**src/rtl/xor_key_base64_codec_defines.svh**
```systemverilog
// ----------------------------------------------------------------------------
// xor_key_base64_codec_defines
// Assertion macros used by the codec top level.
// ----------------------------------------------------------------------------
`ifndef XOR_KEY_BASE64_CODEC_DEFINES_SVH
`define XOR_KEY_BASE64_CODEC_DEFINES_SVH

// Same-cycle implication, disabled during reset.
`define XKB_ASSERT_NOW(lbl, clk, rst, ante, cons) \
   lbl: assert property (@(posedge clk) disable iff (rst) (ante) |-> (cons)) \
      else $error("xkb64 same-cycle check failed");

// Next-cycle implication, disabled during reset.
`define XKB_ASSERT_NEXT(lbl, clk, rst, ante, cons) \
   lbl: assert property (@(posedge clk) disable iff (rst) (ante) |=> (cons)) \
      else $error("xkb64 next-cycle check failed");

`endif

```
**src/rtl/xkb64_pkg.sv**
```systemverilog
`timescale 1ns / 1ps
// ----------------------------------------------------------------------------
// xkb64_pkg
// Types, constants and Base64 alphabet helpers for the XOR/Base64 codec.
// ----------------------------------------------------------------------------
package xkb64_pkg;

   localparam int KEY_MAX_BYTES = 8;
   localparam int KEY_BITS      = KEY_MAX_BYTES * 8;
   localparam int KEY_POS_W     = $clog2(KEY_MAX_BYTES);
   localparam int KEY_LEN_W     = 4;
   localparam int ACC_W         = 16;
   localparam int PEND_W        = 5;
   localparam int MAX_RESULTS   = 4;
   localparam int RES_IDX_W     = $clog2(MAX_RESULTS);
   localparam int CNT_W         = $clog2(MAX_RESULTS + 1);
   localparam int CSR_ADDR_W    = 5;
   localparam int CSR_DATA_W    = 64;

   localparam logic [7:0] PAD_CHAR = 8'h3D;  // '='

   localparam logic DIR_ENCRYPT = 1'b0;
   localparam logic DIR_DECRYPT = 1'b1;

   localparam logic [1:0] CSR_DIRECTION  = 2'd0;
   localparam logic [1:0] CSR_KEY_BYTES  = 2'd1;
   localparam logic [1:0] CSR_KEY_LENGTH = 2'd2;

   typedef struct packed {
      logic [7:0] out_byte;
      logic       out_last;
      logic       marker_only;
   } result_type;

   typedef result_type [MAX_RESULTS-1:0] result_vec_type;

   typedef struct packed {
      logic [ACC_W-1:0]     bit_acc;
      logic [PEND_W-1:0]    pend_bits;   // two's complement
      logic [1:0]           chars_mod4;
      logic [KEY_POS_W-1:0] key_pos;
      logic                 decode_stopped;
   } msg_state_type;

   typedef struct packed {
      logic       valid;
      logic [5:0] value;
   } b64_val_type;

   function automatic msg_state_type msg_restart(input logic dir);
      msg_state_type s;
      s                = '0;
      s.pend_bits      = (dir == DIR_DECRYPT) ? 5'b11000 : 5'b11010;  // -8 / -6
      return s;
   endfunction

   function automatic logic [7:0] b64_char(input logic [5:0] idx);
      logic [7:0] wide;
      wide = {2'b00, idx};
      if (idx < 6'd26)      return 8'(wide + 8'd65);
      else if (idx < 6'd52) return 8'(wide + 8'd71);
      else if (idx < 6'd62) return 8'(wide - 8'd4);
      else if (idx == 6'd62) return 8'h2B;
      else                  return 8'h2F;
   endfunction

   function automatic b64_val_type b64_decode(input logic [7:0] c);
      b64_val_type r;
      r = '0;
      if (c >= 8'h41 && c <= 8'h5A) begin
         r.valid = 1'b1;
         r.value = 6'(c - 8'd65);
      end else if (c >= 8'h61 && c <= 8'h7A) begin
         r.valid = 1'b1;
         r.value = 6'(c - 8'd71);
      end else if (c >= 8'h30 && c <= 8'h39) begin
         r.valid = 1'b1;
         r.value = 6'(c + 8'd4);
      end else if (c == 8'h2B) begin
         r.valid = 1'b1;
         r.value = 6'd62;
      end else if (c == 8'h2F) begin
         r.valid = 1'b1;
         r.value = 6'd63;
      end
      return r;
   endfunction

endpackage

```
**src/rtl/xkb64_req_if.sv**
```systemverilog
`timescale 1ns / 1ps
// ----------------------------------------------------------------------------
// xkb64_req_if
// Input channel: one message byte per transaction with an end flag.
// ----------------------------------------------------------------------------
interface xkb64_req_if;
   logic       valid;
   logic       ready;
   logic [7:0] in_byte;
   logic       in_last;

   modport source (output valid, output in_byte, output in_last, input ready);
   modport sink   (input valid, input in_byte, input in_last, output ready);
endinterface

```
**src/rtl/xkb64_rsp_if.sv**
```systemverilog
`timescale 1ns / 1ps
// ----------------------------------------------------------------------------
// xkb64_rsp_if
// Result channel: one output byte or end marker per transaction.
// ----------------------------------------------------------------------------
interface xkb64_rsp_if;
   logic       valid;
   logic       ready;
   logic [7:0] out_byte;
   logic       out_last;
   logic       marker_only;

   modport source (output valid, output out_byte, output out_last, output marker_only,
                   input ready);
   modport sink   (input valid, input out_byte, input out_last, input marker_only,
                   output ready);
endinterface

```
**src/rtl/xkb64_core.sv**
```systemverilog
`timescale 1ns / 1ps
// ----------------------------------------------------------------------------
// xkb64_core
// Single-pass datapath: one byte plus message state in, up to four results
// and the next message state out.
// ----------------------------------------------------------------------------
module xkb64_core (
   input  logic                                direction,
   input  logic [xkb64_pkg::KEY_BITS-1:0]      key_bytes,
   input  logic [xkb64_pkg::KEY_LEN_W-1:0]     key_length,
   input  xkb64_pkg::msg_state_type            state_cur,
   input  logic [7:0]                          in_byte,
   input  logic                                in_last,
   output xkb64_pkg::result_vec_type           results,
   output logic [xkb64_pkg::CNT_W-1:0]         result_cnt,
   output xkb64_pkg::msg_state_type            state_nxt
);
   import xkb64_pkg::*;

   // key selection
   logic [KEY_LEN_W-1:0] used_len;
   logic [KEY_POS_W-1:0] key_pos_use;
   logic [KEY_LEN_W-1:0] key_pos_inc;
   logic [KEY_POS_W-1:0] key_pos_adv;
   logic [7:0]           key_byte;

   // encrypt path
   logic [7:0]               enc_x;
   logic [ACC_W-1:0]         enc_acc;
   logic signed [PEND_W-1:0] enc_pend1;
   logic signed [PEND_W-1:0] enc_pend2;
   logic signed [PEND_W-1:0] enc_pend3;
   logic                     ch0_v;
   logic                     ch1_v;
   logic                     flush_v;
   logic [3:0]               flush_sh;
   logic [5:0]               chars [MAX_RESULTS];
   logic [1:0]               k_main;
   logic [1:0]               k_all;
   logic [1:0]               cmf_after;
   logic [1:0]               pads;
   logic [CNT_W-1:0]         enc_total;
   logic [CNT_W-1:0]         enc_cnt;

   // decrypt path
   b64_val_type              dec_cv;
   logic [ACC_W-1:0]         dec_acc;
   logic signed [PEND_W-1:0] dec_pend1;
   logic                     dec_active;
   logic                     dec_emit;
   logic [7:0]               dec_d;

   logic [RES_IDX_W-1:0]     last_idx;

   assign used_len    = (key_length > KEY_LEN_W'(KEY_MAX_BYTES)) ?
                        KEY_LEN_W'(KEY_MAX_BYTES) : key_length;
   // stale position falls back to key byte 0
   assign key_pos_use = (KEY_LEN_W'(state_cur.key_pos) < used_len) ?
                        state_cur.key_pos : '0;
   assign key_pos_inc = KEY_LEN_W'(key_pos_use) + KEY_LEN_W'(1);
   assign key_pos_adv = (key_pos_inc >= used_len) ? '0 : KEY_POS_W'(key_pos_inc);
   assign key_byte    = key_bytes[{key_pos_use, 3'b000} +: 8];

   // ---- encrypt: XOR, append 8 bits, emit whole sextets, flush on the last byte
   assign enc_x     = in_byte ^ key_byte;
   assign enc_acc   = {state_cur.bit_acc[ACC_W-9:0], enc_x};
   assign enc_pend1 = $signed(state_cur.pend_bits) + 5'sd8;
   assign ch0_v     = !enc_pend1[PEND_W-1];
   assign enc_pend2 = enc_pend1 - 5'sd6;
   assign ch1_v     = ch0_v && !enc_pend2[PEND_W-1];
   assign enc_pend3 = ch1_v ? (enc_pend2 - 5'sd6) : (ch0_v ? enc_pend2 : enc_pend1);
   assign flush_v   = in_last && (enc_pend3 > -5'sd6) && (enc_pend3 < 5'sd0);
   assign flush_sh  = 4'(enc_pend3 + 5'sd8);
   assign k_main    = 2'(ch0_v) + 2'(ch1_v);
   assign k_all     = k_main + 2'(flush_v);
   assign cmf_after = state_cur.chars_mod4 + k_all;
   assign pads      = in_last ? (2'd0 - cmf_after) : 2'd0;
   assign enc_total = CNT_W'(k_all) + CNT_W'(pads);
   assign enc_cnt   = (enc_total > CNT_W'(MAX_RESULTS)) ? CNT_W'(MAX_RESULTS) : enc_total;

   always_comb begin
      chars[0] = 6'(enc_acc >> enc_pend1[2:0]);
      chars[1] = 6'(enc_acc >> enc_pend2[2:0]);
      chars[2] = '0;
      chars[3] = '0;
      // leftover bits go left-aligned, zero-filled, right after the full sextets
      if (flush_v) begin
         chars[k_main] = 6'({enc_acc, 8'h00} >> flush_sh);
      end
   end

   // ---- decrypt: append 6 bits, emit a byte once 8 are pending
   assign dec_cv     = b64_decode(in_byte);
   assign dec_active = !state_cur.decode_stopped;
   assign dec_acc    = {state_cur.bit_acc[ACC_W-7:0], dec_cv.value};
   assign dec_pend1  = $signed(state_cur.pend_bits) + 5'sd6;
   assign dec_emit   = dec_active && dec_cv.valid && !dec_pend1[PEND_W-1];
   assign dec_d      = 8'(dec_acc >> dec_pend1[2:0]);

   always_comb begin
      results    = '0;
      result_cnt = '0;
      state_nxt  = state_cur;
      last_idx   = '0;

      if (used_len == '0) begin
         results[0].out_byte = in_byte;
         result_cnt          = CNT_W'(1);
      end else if (direction == DIR_ENCRYPT) begin
         for (int i = 0; i < MAX_RESULTS; i++) begin
            if (CNT_W'(i) < CNT_W'(k_all)) begin
               results[i].out_byte = b64_char(chars[i]);
            end else begin
               results[i].out_byte = PAD_CHAR;
            end
         end
         result_cnt           = enc_cnt;
         state_nxt.bit_acc    = enc_acc;
         state_nxt.pend_bits  = enc_pend3;
         state_nxt.chars_mod4 = state_cur.chars_mod4 + k_main;
         state_nxt.key_pos    = key_pos_adv;
      end else begin
         if (dec_active && !dec_cv.valid) begin
            state_nxt.decode_stopped = 1'b1;
         end else if (dec_active) begin
            state_nxt.bit_acc   = dec_acc;
            state_nxt.pend_bits = dec_emit ? PEND_W'(dec_pend1 - 5'sd8) : dec_pend1;
            if (dec_emit) begin
               results[0].out_byte = dec_d ^ key_byte;
               result_cnt          = CNT_W'(1);
               state_nxt.key_pos   = key_pos_adv;
            end
         end
      end

      if (in_last) begin
         if (result_cnt == '0) begin
            results[0].out_byte    = '0;
            results[0].out_last    = 1'b1;
            results[0].marker_only = 1'b1;
            result_cnt             = CNT_W'(1);
         end else begin
            last_idx                  = RES_IDX_W'(result_cnt - CNT_W'(1));
            results[last_idx].out_last = 1'b1;
         end
         state_nxt = msg_restart(direction);
      end
   end

endmodule

```
**src/rtl/xor_key_base64_codec.sv**
```systemverilog
`timescale 1ns / 1ps
`include "xor_key_base64_codec_defines.svh"
// ----------------------------------------------------------------------------
// xor_key_base64_codec
// Repeating-key XOR with Base64 encode (encrypt) or decode (decrypt).
// ----------------------------------------------------------------------------
// A byte accepted on req_chan is held in an input register, run through the
// combinational codec datapath, and its results (up to four) are parked in a
// four-entry burst buffer that feeds the rsp_chan output register one result
// per cycle while rsp_chan is not stalled. Each result passes from the input
// register through the burst buffer into the output register. The single
// result port sets the throughput: decrypt and pass-through give at most one
// result per byte, encrypt one per Base64 character (one or two per byte, and
// up to four with flush and '=' padding on the last byte of a message). A new
// byte is taken while the final result of the previous one is still being
// handed off. Registers sit at byte address 8*i: direction at 0, key bytes at
// 8, key length at 16; writing direction restarts the message.
// ----------------------------------------------------------------------------
module xor_key_base64_codec (
   input  logic                                 clock,
   input  logic                                 reset,
   xkb64_req_if.sink                            req_chan,
   xkb64_rsp_if.source                          rsp_chan,
   input  logic                                 csr_psel,
   input  logic                                 csr_penable,
   input  logic                                 csr_pwrite,
   input  logic [xkb64_pkg::CSR_ADDR_W-1:0]     csr_paddr,
   input  logic [xkb64_pkg::CSR_DATA_W-1:0]     csr_pwdata,
   output logic [xkb64_pkg::CSR_DATA_W-1:0]     csr_prdata,
   output logic                                 csr_pready
);
   import xkb64_pkg::*;

   // configuration
   logic                 direction_ff;
   logic [KEY_BITS-1:0]  key_bytes_ff;
   logic [KEY_LEN_W-1:0] key_length_ff;
   logic                 csr_wr;
   logic [1:0]           csr_idx;

   // message state
   msg_state_type        state_ff;
   msg_state_type        state_in;

   // input register
   logic                 in_valid_ff;
   logic [7:0]           in_byte_ff;
   logic                 in_last_ff;
   logic                 req_take;

   // burst buffer
   result_type           burst_ff [MAX_RESULTS];
   logic [CNT_W-1:0]     burst_cnt_ff;
   logic [RES_IDX_W-1:0] burst_idx_ff;
   result_vec_type       core_results;
   logic [CNT_W-1:0]     core_cnt;
   logic                 burst_pop;
   logic                 burst_done;
   logic                 in_move;
   logic                 dec_move;

   // output register
   logic                 rsp_valid_ff;
   result_type           rsp_data_ff;
   logic                 out_free;

   xkb64_core u_core (
      .direction  (direction_ff),
      .key_bytes  (key_bytes_ff),
      .key_length (key_length_ff),
      .state_cur  (state_ff),
      .in_byte    (in_byte_ff),
      .in_last    (in_last_ff),
      .results    (core_results),
      .result_cnt (core_cnt),
      .state_nxt  (state_in)
   );

   assign csr_pready = 1'b1;
   assign csr_wr     = csr_psel && csr_penable && csr_pwrite && csr_pready;
   assign csr_idx    = csr_paddr[4:3];

   always_comb begin
      unique case (csr_idx)
         CSR_DIRECTION:  csr_prdata = CSR_DATA_W'(direction_ff);
         CSR_KEY_BYTES:  csr_prdata = CSR_DATA_W'(key_bytes_ff);
         CSR_KEY_LENGTH: csr_prdata = CSR_DATA_W'(key_length_ff);
         default:        csr_prdata = '0;
      endcase
   end

   assign out_free   = !rsp_valid_ff || rsp_chan.ready;
   assign burst_pop  = (burst_cnt_ff != '0) && out_free;
   // burst is empty or empties this cycle: the next item may load it
   assign burst_done = (burst_cnt_ff == '0) || ((burst_cnt_ff == CNT_W'(1)) && burst_pop);
   assign in_move    = in_valid_ff && burst_done;
   assign dec_move   = in_move && (direction_ff == DIR_DECRYPT);

   assign req_chan.ready = !in_valid_ff || in_move;
   assign req_take       = req_chan.valid && req_chan.ready;

   assign rsp_chan.valid       = rsp_valid_ff;
   assign rsp_chan.out_byte    = rsp_data_ff.out_byte;
   assign rsp_chan.out_last    = rsp_data_ff.out_last;
   assign rsp_chan.marker_only = rsp_data_ff.marker_only;

   always_ff @(posedge clock) begin
      if (reset) begin
         direction_ff  <= DIR_ENCRYPT;
         key_bytes_ff  <= '0;
         key_length_ff <= '0;
         state_ff      <= msg_restart(DIR_ENCRYPT);
         in_valid_ff   <= 1'b0;
         burst_cnt_ff  <= '0;
         burst_idx_ff  <= '0;
         rsp_valid_ff  <= 1'b0;
      end else begin
         if (csr_wr) begin
            unique case (csr_idx)
               CSR_DIRECTION:  direction_ff  <= csr_pwdata[0];
               CSR_KEY_BYTES:  key_bytes_ff  <= csr_pwdata;
               CSR_KEY_LENGTH: key_length_ff <= csr_pwdata[KEY_LEN_W-1:0];
               default: ;
            endcase
         end

         // direction write restarts the message; key writes keep the position
         if (csr_wr && (csr_idx == CSR_DIRECTION)) begin
            state_ff <= msg_restart(csr_pwdata[0]);
         end else if (in_move) begin
            state_ff <= state_in;
         end

         if (req_take) begin
            in_valid_ff <= 1'b1;
         end else if (in_move) begin
            in_valid_ff <= 1'b0;
         end

         if (in_move) begin
            burst_cnt_ff <= core_cnt;
            burst_idx_ff <= '0;
         end else if (burst_pop) begin
            burst_cnt_ff <= burst_cnt_ff - CNT_W'(1);
            burst_idx_ff <= burst_idx_ff + RES_IDX_W'(1);
         end

         if (out_free) begin
            rsp_valid_ff <= burst_pop;
         end
      end
   end

   always_ff @(posedge clock) begin
      if (req_take) begin
         in_byte_ff <= req_chan.in_byte;
         in_last_ff <= req_chan.in_last;
      end
      if (in_move) begin
         for (int i = 0; i < MAX_RESULTS; i++) begin
            burst_ff[i] <= core_results[i];
         end
      end
      if (burst_pop) begin
         rsp_data_ff <= burst_ff[burst_idx_ff];
      end
   end

   `XKB_ASSERT_NOW(a_burst_bound, clock, reset, 1'b1, burst_cnt_ff <= CNT_W'(MAX_RESULTS))
   `XKB_ASSERT_NEXT(a_in_capture, clock, reset, req_take, in_valid_ff)
   `XKB_ASSERT_NEXT(a_dec_single, clock, reset, dec_move, burst_cnt_ff <= CNT_W'(1))

endmodule
```
**src/flat_wrapper.sv**
```systemverilog
// flat-port wrapper written by rule: the top's interface ports become plain ports
module xor_key_base64_codec_flat import xkb64_pkg::*;
  (clock, reset, csr_psel, csr_penable, csr_pwrite, csr_paddr, csr_pwdata, csr_prdata, csr_pready, req_chan_valid, req_chan_in_byte, req_chan_in_last, req_chan_ready, rsp_chan_valid, rsp_chan_out_byte, rsp_chan_out_last, rsp_chan_marker_only, rsp_chan_ready);
  xkb64_req_if req_chan_i ();
  xkb64_rsp_if rsp_chan_i ();
  input  logic clock;
  input  logic reset;
  input  logic csr_psel;
  input  logic csr_penable;
  input  logic csr_pwrite;
  input  logic [xkb64_pkg::CSR_ADDR_W-1:0] csr_paddr;
  input  logic [xkb64_pkg::CSR_DATA_W-1:0] csr_pwdata;
  output logic [xkb64_pkg::CSR_DATA_W-1:0] csr_prdata;
  output logic csr_pready;
  input wire logic [$bits(req_chan_i.valid)-1:0] req_chan_valid;
  input wire logic [$bits(req_chan_i.in_byte)-1:0] req_chan_in_byte;
  input wire logic [$bits(req_chan_i.in_last)-1:0] req_chan_in_last;
  output wire logic [$bits(req_chan_i.ready)-1:0] req_chan_ready;
  output wire logic [$bits(rsp_chan_i.valid)-1:0] rsp_chan_valid;
  output wire logic [$bits(rsp_chan_i.out_byte)-1:0] rsp_chan_out_byte;
  output wire logic [$bits(rsp_chan_i.out_last)-1:0] rsp_chan_out_last;
  output wire logic [$bits(rsp_chan_i.marker_only)-1:0] rsp_chan_marker_only;
  input wire logic [$bits(rsp_chan_i.ready)-1:0] rsp_chan_ready;
  assign req_chan_i.valid = req_chan_valid;
  assign req_chan_i.in_byte = req_chan_in_byte;
  assign req_chan_i.in_last = req_chan_in_last;
  assign req_chan_ready = req_chan_i.ready;
  assign rsp_chan_valid = rsp_chan_i.valid;
  assign rsp_chan_out_byte = rsp_chan_i.out_byte;
  assign rsp_chan_out_last = rsp_chan_i.out_last;
  assign rsp_chan_marker_only = rsp_chan_i.marker_only;
  assign rsp_chan_i.ready = rsp_chan_ready;
  xor_key_base64_codec u_core (.clock(clock), .reset(reset), .req_chan(req_chan_i), .rsp_chan(rsp_chan_i), .csr_psel(csr_psel), .csr_penable(csr_penable), .csr_pwrite(csr_pwrite), .csr_paddr(csr_paddr), .csr_pwdata(csr_pwdata), .csr_prdata(csr_prdata), .csr_pready(csr_pready));
endmodule
```
**config.mk**
```make
export PLATFORM = sky130hd
export DESIGN_NAME = xor_key_base64_codec_flat
export DESIGN_NICKNAME = d
export VERILOG_FILES = /design/src/rtl/xkb64_pkg.sv /design/src/rtl/xkb64_req_if.sv /design/src/rtl/xkb64_rsp_if.sv /design/src/rtl/xkb64_core.sv /design/src/rtl/xor_key_base64_codec.sv /design/src/flat_wrapper.sv
export VERILOG_INCLUDE_DIRS = /design/src /design/src/rtl
export SDC_FILE = /design/constraint.sdc
export NUM_CORES = 1
export LEC_CHECK = 0
export ABC_CLOCK_PERIOD_IN_PS = 16600
export BUFFER_PORTS_ARGS = -buffer_cell sky130_fd_sc_hd__buf_4
export CAP_MARGIN = 5
export CORE_ASPECT_RATIO = 1.4
export CORE_MARGIN = 5
export CORE_UTILIZATION = 33
export DETAILED_ROUTE_END_ITERATION = 12
export PLACE_DENSITY = 0.5
export SLEW_MARGIN = 30
export SYNTH_ARGS = -nofsm -noshare
export SYNTH_HDL_FRONTEND = slang
export SYNTH_SLANG_ARGS = --single-unit
```
**constraint.sdc**
```tcl
create_clock -name clock -period 16.6 [get_ports clock]
set_input_delay 3.32 -clock clock [delete_from_list [all_inputs] [get_ports clock]]
set_output_delay 3.32 -clock clock [all_outputs]
set_load 0.01 [all_outputs]
```
======== Yosys cells after proc, flatten, opt, wreduce, memory -nomap -nowiden ========
Memory sizes are Yosys's and may differ from the RTL's. A register that Yosys moved wholly into a read port is not among the register bits.
Index checks and enable logic that the tools add are counted.
storage, ports and cells
  memories ................................ 1
  memory bits (read-only) ................. 0
  memory bits (writable) .................. 40
  input bits .............................. 85
  latch bits .............................. 0
  register bits ........................... 106
cells by class
  reduce and logical (&&, ||, !) cells .... 48
  bitwise operators ....................... 3
  eq/ne operators ......................... 16
  $add $sub $neg .......................... 28
  muxes and demuxes ....................... 79
  multipliers ............................. 0
  divide/modulo/power cells ............... 0
  magnitude comparators ................... 28
  shift-type cells ........................ 5
memories
  memory           depth  width  rd ports  clocked after memory_dff  wr ports  line                        RTL
  u_core.burst_ff  4      10     1         1                         4         xor_key_base64_codec.sv:52  result_type burst_ff [MAX_RESULTS];
operator list
  kind                                                 number
  one-hot mux 64 bit (3 select lines)                  1
  2-to-1 mux 8 bit                                     21
  variable part select 64 x 7 -> 8 bit                 1
  adder 6 x 7 -> 8 bit (second input constant)         6
  2-to-1 mux 3 bit                                     16
  2-to-1 mux 15 bit                                    3
  2-to-1 mux 21 bit                                    2
  bitwise mux 40 bit                                   1
  2-to-1 mux 40 bit                                    1
  < comparator 6 bit (second input constant)           6
  2-to-1 mux 7 bit                                     5
  >> shifter 16 x 3 -> 6 bit                           2
  2-to-1 mux 30 bit                                    1
  bitwise mux 24 bit                                   1
  2-to-1 mux 24 bit                                    1
  >> shifter 24 x 4 -> 6 bit                           1
  2-to-1 mux 11 bit                                    2
  subtractor 6 x 3 -> 7 bit (second input constant)    3
  demux 10 bit (select 2 bit)                          1
  == test 6 bit (second input constant)                3
  logical AND 1 bit                                    18
  < comparator 6 x 5 -> 1 bit (second input constant)  3
  2-to-1 mux 6 bit                                     3
  == test 8 x 6 -> 1 bit (second input constant)       2
  other kinds (62)                                     103

======== Logic depth before layout (Yosys ltp) ========
Gate-level depths: netlist (run 1).
  word-level depth ........................ 25
  depth in mapped cells ................... 23
  gate-level depth less buffers ........... 20

======== By module ========
Synthesis (run 1) repeated with hierarchy kept, for this count alone.
unflattened totals
  cells, all modules ...................... 1554
  area total of the unflattened synthesis .. 12583.3 µm²
by module, submodules not included
  module                instances  seq. area each (µm²)  cells an instance  area an instance (µm²)
  xor_key_base64_codec  1          3833.7                618                6428.7
  xkb64_core            1          0.0                   936                6154.7

======== Least setup slack after synthesis (run 1) ========
OpenSTA, ideal clock, no wires.
  path kind ............................... input to output
  start ................................... in csr_paddr[3] (netlist name)
  end ..................................... out csr_prdata[0] (netlist name)
  stages on the path ...................... 5
  arrival ................................. 4.140 ns
  required time ........................... 13.280 ns
  path slack .............................. 9.140 ns
  path buffers ............................ 2
  path through ............................ nor2b_1 clkbuf_1 clkbuf_1 nand2_1 o21ai_0
on the way
  cells in the longest elaborated chain, start to end .. 2
  elaborated cells on any way between the ends .. 4
  classes of those cells .................. eq/ne: 2; mux: 1; reduce/logical: 1
ends and longest elaborated chain
  element                                      line                        RTL
  start, declared                              flat_wrapper.sv:11          input logic [xkb64_pkg::CSR_ADDR_W-1:0] csr_paddr;
  == test 2 bit, or another cell as far along  xor_key_base64_codec.sv:84  unique case (csr_idx)
  one-hot mux 64 bit (3 select lines) *        xor_key_base64_codec.sv:84
  end, declared                                flat_wrapper.sv:13          output logic [xkb64_pkg::CSR_DATA_W-1:0] csr_prdata;
Every way passes the cells marked *; elsewhere a longest branch is shown, timed or not.

======== Worst setup path after layout (run 1) ========
  start ................................... in csr_paddr[4] (netlist name)
  end ..................................... out csr_prdata[25] (netlist name)
The elaborated chain is that of the path after synthesis.

==> reports/metrics.csv, run 1 <==
metric,value,unit
cp_top_family,buffers and inverters,
hold_depth,2,
io_buffer_count,157,
finalPower,1.46,mW
antenna_cells,0,
cp_num_buf_inv,3,
htreeDepth,4,
grt_max_degree,79,
status,completed,
period_minus_slack,7.74,ns
grtUsageTotal,20.3,%
ant_nets,0,
ys_ff_latch,143,
end_kind,output pin,
ys_types,100,
powerDensity,117,mW/mm^2
post-route-period-util,46.6,%
die_y,220,um
antenna_found_initial,0,
r2r_cells,18,
synthTopCellsByCount,"nand2_1, a21oi_1, dfxtp_1",
slew_violations,0,
synth_top_area_cell,dfxtp_1,
drive_above_1_share,20.8,%
area_delta_synth_final,20.0,%
slew_headroom,38.0,%
syn_avg_cell_area,8.42,sq um
syn_inst,1229,
clk_latency,0.45,ns
drc_errors,0,
rows,76,
start_util,33.5,%
place_congestion,0.894,
crit_path_max_fanout,65,
grt_overflow,0,
synthDominantCellAreaShare,18.2,%
routedWlPerCell,20.6,um
utilization,40.2,%
fmax,129,MHz
required,13.28,ns
peakVddDrop,79.1,uV
crit_top_cell,buf_4,
path_clk_slew,0.07,ns
synth_edf_count,49,
wirelength,35900,um
drtIter0Drc,506,
post_cts_buffers,0,
path_class,in2out,
hold_buffers,0,
final_area,0.0124,sq mm
holdWs,0.471,ns
max_stage_delay,0.45,ns
critPathLaunchType,input port,
die_area,0.0351,sq mm
worstMarginPinSlew,0.913,ns
final-setup-viol-count,0,
post_cts_resized,0,
cts_buffer_depth,2,
yosys.cell_count.top_type,nand2_1,
die_x,160,um
yosys-top-cells-area,"dfxtp_1, edfxtp_1, nand2_1",
cts_made_buffers,17,
io-pin-count,162,
cts_sinks,143,
rsz0062_at_grt,no,
nets,1466,
synth-main-ff-cell,dfxtp_1,
dr.pass1.iters,6,
ys.warnings.count,0,
dp_hpwl,27000,um
syn-cell-area,0.0103,sq mm
dpl_cell_area,0.0118,sq mm
cp_cell_sequence,buf_4 -> nor2b_4 -> buf_4 -> and2_1 -> buf_4,
cp_slowest_cell,buf_4,
worst_ep_arrival_time,4.42,ns
seq_area_frac_synth,32.4,%
tritoncts,done,
fin_setup_tns,0,ns
async_flop_share,0,%
hold_violations,0,
grt_pass1_wl,56100,um
hold_path.class,reg2reg,
p_leak,4.71,nW
grt_pass1_vias,9670,
vias,9526,
max-cap-violations,0,
fin_worst_skew,0.0159,ns
drt-vias-per-instance,5.46,
root_buffer,clkbuf_16,
cp.depth,5,
fill_cells,3169,
core_area,0.0309,sq mm
[kinds of logic after synthesis]
logic type | synth area share, %
fa+ha+maj | 4.91
xor+xnor | 3.60
buf+inv | 5.19
flops | 32.4
other cells | 0.0726
compound gates | 22.5
simple gates | 22.6
mux | 8.74
[placed cells by master (no fill, tap or decap), types with 6 or more instances in the layout]
master / Yosys / final
inv_2: 7 / 7
nor3_1: 30 / 30
o21ai_0: 33 / 32
inv_1: 38 / 38
mux2i_1: 46 / 46
nand2_1: 200 / 200
o311ai_0: 7 / 6
xor2_1: 10 / 10
or3_1: 9 / 9
a22oi_1: 8 / 8
ha_1: 39 / 39
a21oi_1: 128 / 127
nor2_1: 79 / 79
nor4_1: 9 / 8
xnor2_1: 27 / 27
o22ai_1: 9 / 9
buf_4: 2 / 172
edfxtp_1: 49 / 49
o32ai_1: 6 / 6
dfxtp_1: 94 / 94
nand3_1: 19 / 19
a211oi_1: 17 / 17
mux4_2: 15 / 15
clkbuf_16: 0 / 17
inv_6: 0 / 6
a31oi_1: 8 / 8
nand2b_1: 6 / 6
o31ai_1: 12 / 12
or2_2: 8 / 8
a21o_1: 6 / 6
and2_1: 74 / 74
a221oi_1: 6 / 6
o211ai_1: 6 / 6
nor2b_1: 12 / 11
[registers in the layout, indices dropped and copies added, names as in the netlist]
signal / flops
u_core.state_ff: 18
u_core.direction_ff: 1
u_core.in_last_ff: 1
u_core.rsp_chan.marker_only: 1
u_core.key_length_ff: 4
u_core.in_byte_ff: 8
u_core.rsp_chan.out_byte: 8
u_core.burst_idx_ff: 2
u_core.rsp_chan.valid: 1
u_core.rsp_chan.out_last: 1
u_core.burst_cnt_ff: 3
u_core.in_valid_ff: 1
u_core.burst_ff: 30
u_core.key_bytes_ff: 64
[worst min-delay path: cells and delay by family, from the launching register on]
kind / cells / cell delay, ns
simple gates: 1 / 0.05
compound gates: 1 / 0.05
flops: 1 / 0.32
[per-layer routing]
layer  routed length [um]  vias to the layer above  track usage, %  share of wire (%)
met5                    0                        -               0                  0
met4                 1500                        0            8.83                4.2
met3                 1750                       67            4.42                4.9
met2                18900                      273            37.7                 53
met1                13700                     4538            22.1                 38
li1                     -                     4648               -                  -
[per-stage QoR]
stage | worst slack (ns) | instances
2_1_floorplan | 9.14 | 1232
3_3_place_gp | 8.85 | 1711
3_5_place_dp | 8.86 | 1711
4_1_cts | 8.85 | 1743
5_1_grt | 8.74 | 1744
6_report | 8.86 | 1744
[report_power, final]
part	leakage (nW)	internal, mW	switching, mW
Combinational	3.19	0.234	0.369
Sequential	1.23	0.420	0.0388
Clock	0.292	0.213	0.182
Total	4.71	0.868	0.589
[final cells by class]
type	instances	area (sq um)	share of cell area (%)
multi-input cells	957	6510	52.4
well taps	390	488	3.93
inverters	49	184	1.48
clock inverters	15	161	1.30
repair buffers	173	1300	10.4
flip-flops and latches	143	3350	27.0
clock buffers	17	425	3.43
[worst paths after layout]
path,to,start,slack [ns]
hold / removal,u_core.key_bytes_ff[45]$_SDFFE_PP0P_,u_core.key_bytes_ff[45]$_SDFFE_PP0P_,0.47
hold reg to reg,u_core.key_bytes_ff[45]$_SDFFE_PP0P_,u_core.key_bytes_ff[45]$_SDFFE_PP0P_,0.47
setup reg to reg,u_core.burst_ff[0][2]$_DFFE_PP_,u_core.state_ff[7]$_SDFFE_PP1P_,9.47
setup / recovery,csr_prdata[25],csr_paddr[4],8.86
Power figures use the tool's default switching activity.
==> run 2: changes to the inputs <==
--- a/config.mk
+++ b/config.mk
@@ -6,7 +6,8 @@
 export SDC_FILE = /design/constraint.sdc
 export NUM_CORES = 1
 export LEC_CHECK = 0
-export ABC_CLOCK_PERIOD_IN_PS = 16600
+export ABC_AREA = 1
+export ABC_CLOCK_PERIOD_IN_PS = 7700
 export BUFFER_PORTS_ARGS = -buffer_cell sky130_fd_sc_hd__buf_4
 export CAP_MARGIN = 5
 export CORE_ASPECT_RATIO = 1.4
==> constraint.sdc (replaced) <==
create_clock -name clock -period 7.7 [get_ports clock]
set_input_delay 1.54 -clock clock [delete_from_list [all_inputs] [get_ports clock]]
set_output_delay 1.54 -clock clock [all_outputs]
set_load 0.01 [all_outputs]
==> run 2 against run 1 <==
  * Critical endpoint is now u_core.burst_ff[0][8]$_DFFE_PP_
  * Final area fell by 3.3%
  * Critical path depth rose by 18
  * Worst setup slack got worse by 6.6 ns
==> reports/metrics.csv, run 2 <==
metric,value,unit
status,completed,
hold_violations,0,
post_cts_resized,0,
grt_overflow,0,
largest_reg_flops,64,
fin_worst_skew,0.0149,ns
synthTopCellsByCount,"nand2_1, inv_1, nor2_1",
post_cts_buffers,0,
die_y,216,um
cts_buffer_depth,2,
grtUsageTotal,21.2,%
wirelength,35800,um
async_flop_share,0,%
synth-main-ff-cell,dfxtp_1,
critPathLaunchType,flop,
final_common_cell,nand2_1,
drt-vias-per-instance,5.08,
grt_pass1_vias,9994,
drtIter0Drc,545,
powerDensity,330,mW/mm^2
routedWlPerCell,18.2,um
post-route-period-util,70.1,%
cts_sinks,143,
place_congestion,0.921,
yosys-top-cells-area,"dfxtp_1, edfxtp_1, nand2_1",
final_area,0.0120,sq mm
max-cap-violations,0,
grt.met1_usage,23.4,%
path_clk_slew,0.07,ns
vias,10000,
ys.warnings.count,0,
rsz0062_at_grt,no,
dr.pass1.iters,5,
root_buffer,clkbuf_16,
top_regs,"u_core.key_bytes_ff: 64 flops, u_core.burst_ff: 30 flops, u_core.state_ff: 18 flops",
hold_buffers,0,
p_leak,5.12,nW
regMostFlops,u_core.key_bytes_ff,
die_area,0.0338,sq mm
ys_types,58,
synth_edf_count,49,
grt_pass1_wl,56400,um
ys_ff_latch,143,
htreeDepth,4,
holdWs,0.471,ns
register_area,0.00335,sq mm
io-pin-count,162,
period_minus_slack,5.40,ns
required,7.87,ns
final_cells,1969,
antenna_found_initial,0,
fin_setup_tns,0,ns
slew_headroom,37.6,%
hold_path.class,reg2reg,
cts_made_buffers,17,
synthDominantCellAreaShare,18.9,%
dp_hpwl,27800,um
grt.busiest_layer,met2,
crit_path_max_fanout,14,
ant_nets,0,
area_delta_synth_final,20.5,%
grt_max_degree,107,
finalPower,3.96,mW
worstMarginPinSlew,0.937,ns
multi_input_area,0.00559,sq mm
end_kind,flop,
dpl_cell_area,0.0114,sq mm
die_x,157,um
yosys.cell_count.top_type,nand2_1,
drive_above_1_share,18.0,%
core_area,0.0299,sq mm
grtUsageMet3,4.43,%
io_buffer_count,157,
antenna_cells,0,
layout_common_cells,"nand2_1, inv_1, buf_4, nor2_1, o21ai_0",
syn_avg_cell_area,6.90,sq um
dp_cells,1937,
syn_inst,1443,
seq_area_frac_synth,33.7,%
clk_latency,0.44,ns
nets,1696,
worst_ep_arrival_time,5.57,ns
drc_errors,0,
rows,75,
tritoncts,done,
path_class,reg2reg,
start_util,33.3,%
groute.layer.met2.usage,39.3,%
peakVddDrop,160,uV
slew_violations,0,
fill_cells,3225,
final-setup-viol-count,0,
syn-cell-area,0.00996,sq mm
fmax,185,MHz
synth_top_area_cell,dfxtp_1,
## run 2: power breakdown
group	total (mW)	leakage, nW	switching [mW]	internal [mW]
Clock	0.840	0.286	0.381	0.459
Sequential	1.01	1.23	0.0843	0.927
Combinational	2.11	3.61	1.42	0.684
## run 2: kinds of logic after synthesis
| group | Yosys count | synth area share, % |
|---|---|---|
| buffers and inverters | 257 | 10.4 |
| XOR/XNOR | 26 | 2.36 |
| adder cells (fa/ha/maj) | 40 | 5.10 |
| AO/OA/AOI/OAI | 348 | 19.7 |
| flip-flops | 143 | 33.7 |
| other | 2 | 0.0754 |
| AND/OR/NAND/NOR | 627 | 28.7 |
## run 2: path summary, 6_finish.rpt
kind	slack, ns	start	cells past startpoint	end
worst min register to register	0.47	u_core.key_bytes_ff[61]$_SDFFE_PP0P_	2	u_core.key_bytes_ff[61]$_SDFFE_PP0P_
worst max-delay path	2.30	u_core.state_ff[8]$_SDFFE_PP0P_	23	u_core.burst_ff[0][8]$_DFFE_PP_
worst min-delay path	0.47	u_core.key_bytes_ff[61]$_SDFFE_PP0P_	2	u_core.key_bytes_ff[61]$_SDFFE_PP0P_
worst max register to register	2.30	u_core.state_ff[8]$_SDFFE_PP0P_	23	u_core.burst_ff[0][8]$_DFFE_PP_
## run 2: stage by stage
step	util (%)	setup slack, ns
after global routing	40.1	1.85
after detailed placement	38.2	2.33
after global placement	38.2	2.35
final	40.1	2.30
after CTS	40.1	2.30
after floorplan	-	3.19
## run 2: layout make-up
type | count | area share [%]
multi-input cells | 1046 | 46.6
repair buffers | 169 | 10.6
clock inverters | 14 | 1.21
flip-flops and latches | 143 | 27.9
well taps | 385 | 4.01
inverters | 194 | 6.07
clock buffers | 18 | 3.59
## run 2: worst max-delay path: stages, from the launching register on
cell and delay, ns:
dfxtp_1 0.68, inv_1 0.28, ha_1 0.36, inv_1 0.05, nor2_1 0.21, inv_1 0.16
nand2_1 0.11, o21ai_0 0.07, a21oi_1 0.38, nor3_4 0.11, ha_1 0.36, inv_1 0.15
ha_1 0.24, xnor2_1 0.16, o21ai_0 0.11, a21oi_1 0.19, fa_1 0.43, nor3b_1 0.16
nor3_1 0.19, inv_1 0.07, nor2_2 0.40, inv_1 0.11, o21ai_0 0.10, a31oi_1 0.06
## run 2: layer usage
layer,vias up,wire length (um)
li1,5069,-
met1,4624,13800
met2,263,19000
met3,52,1860
met4,0,1130
met5,-,0
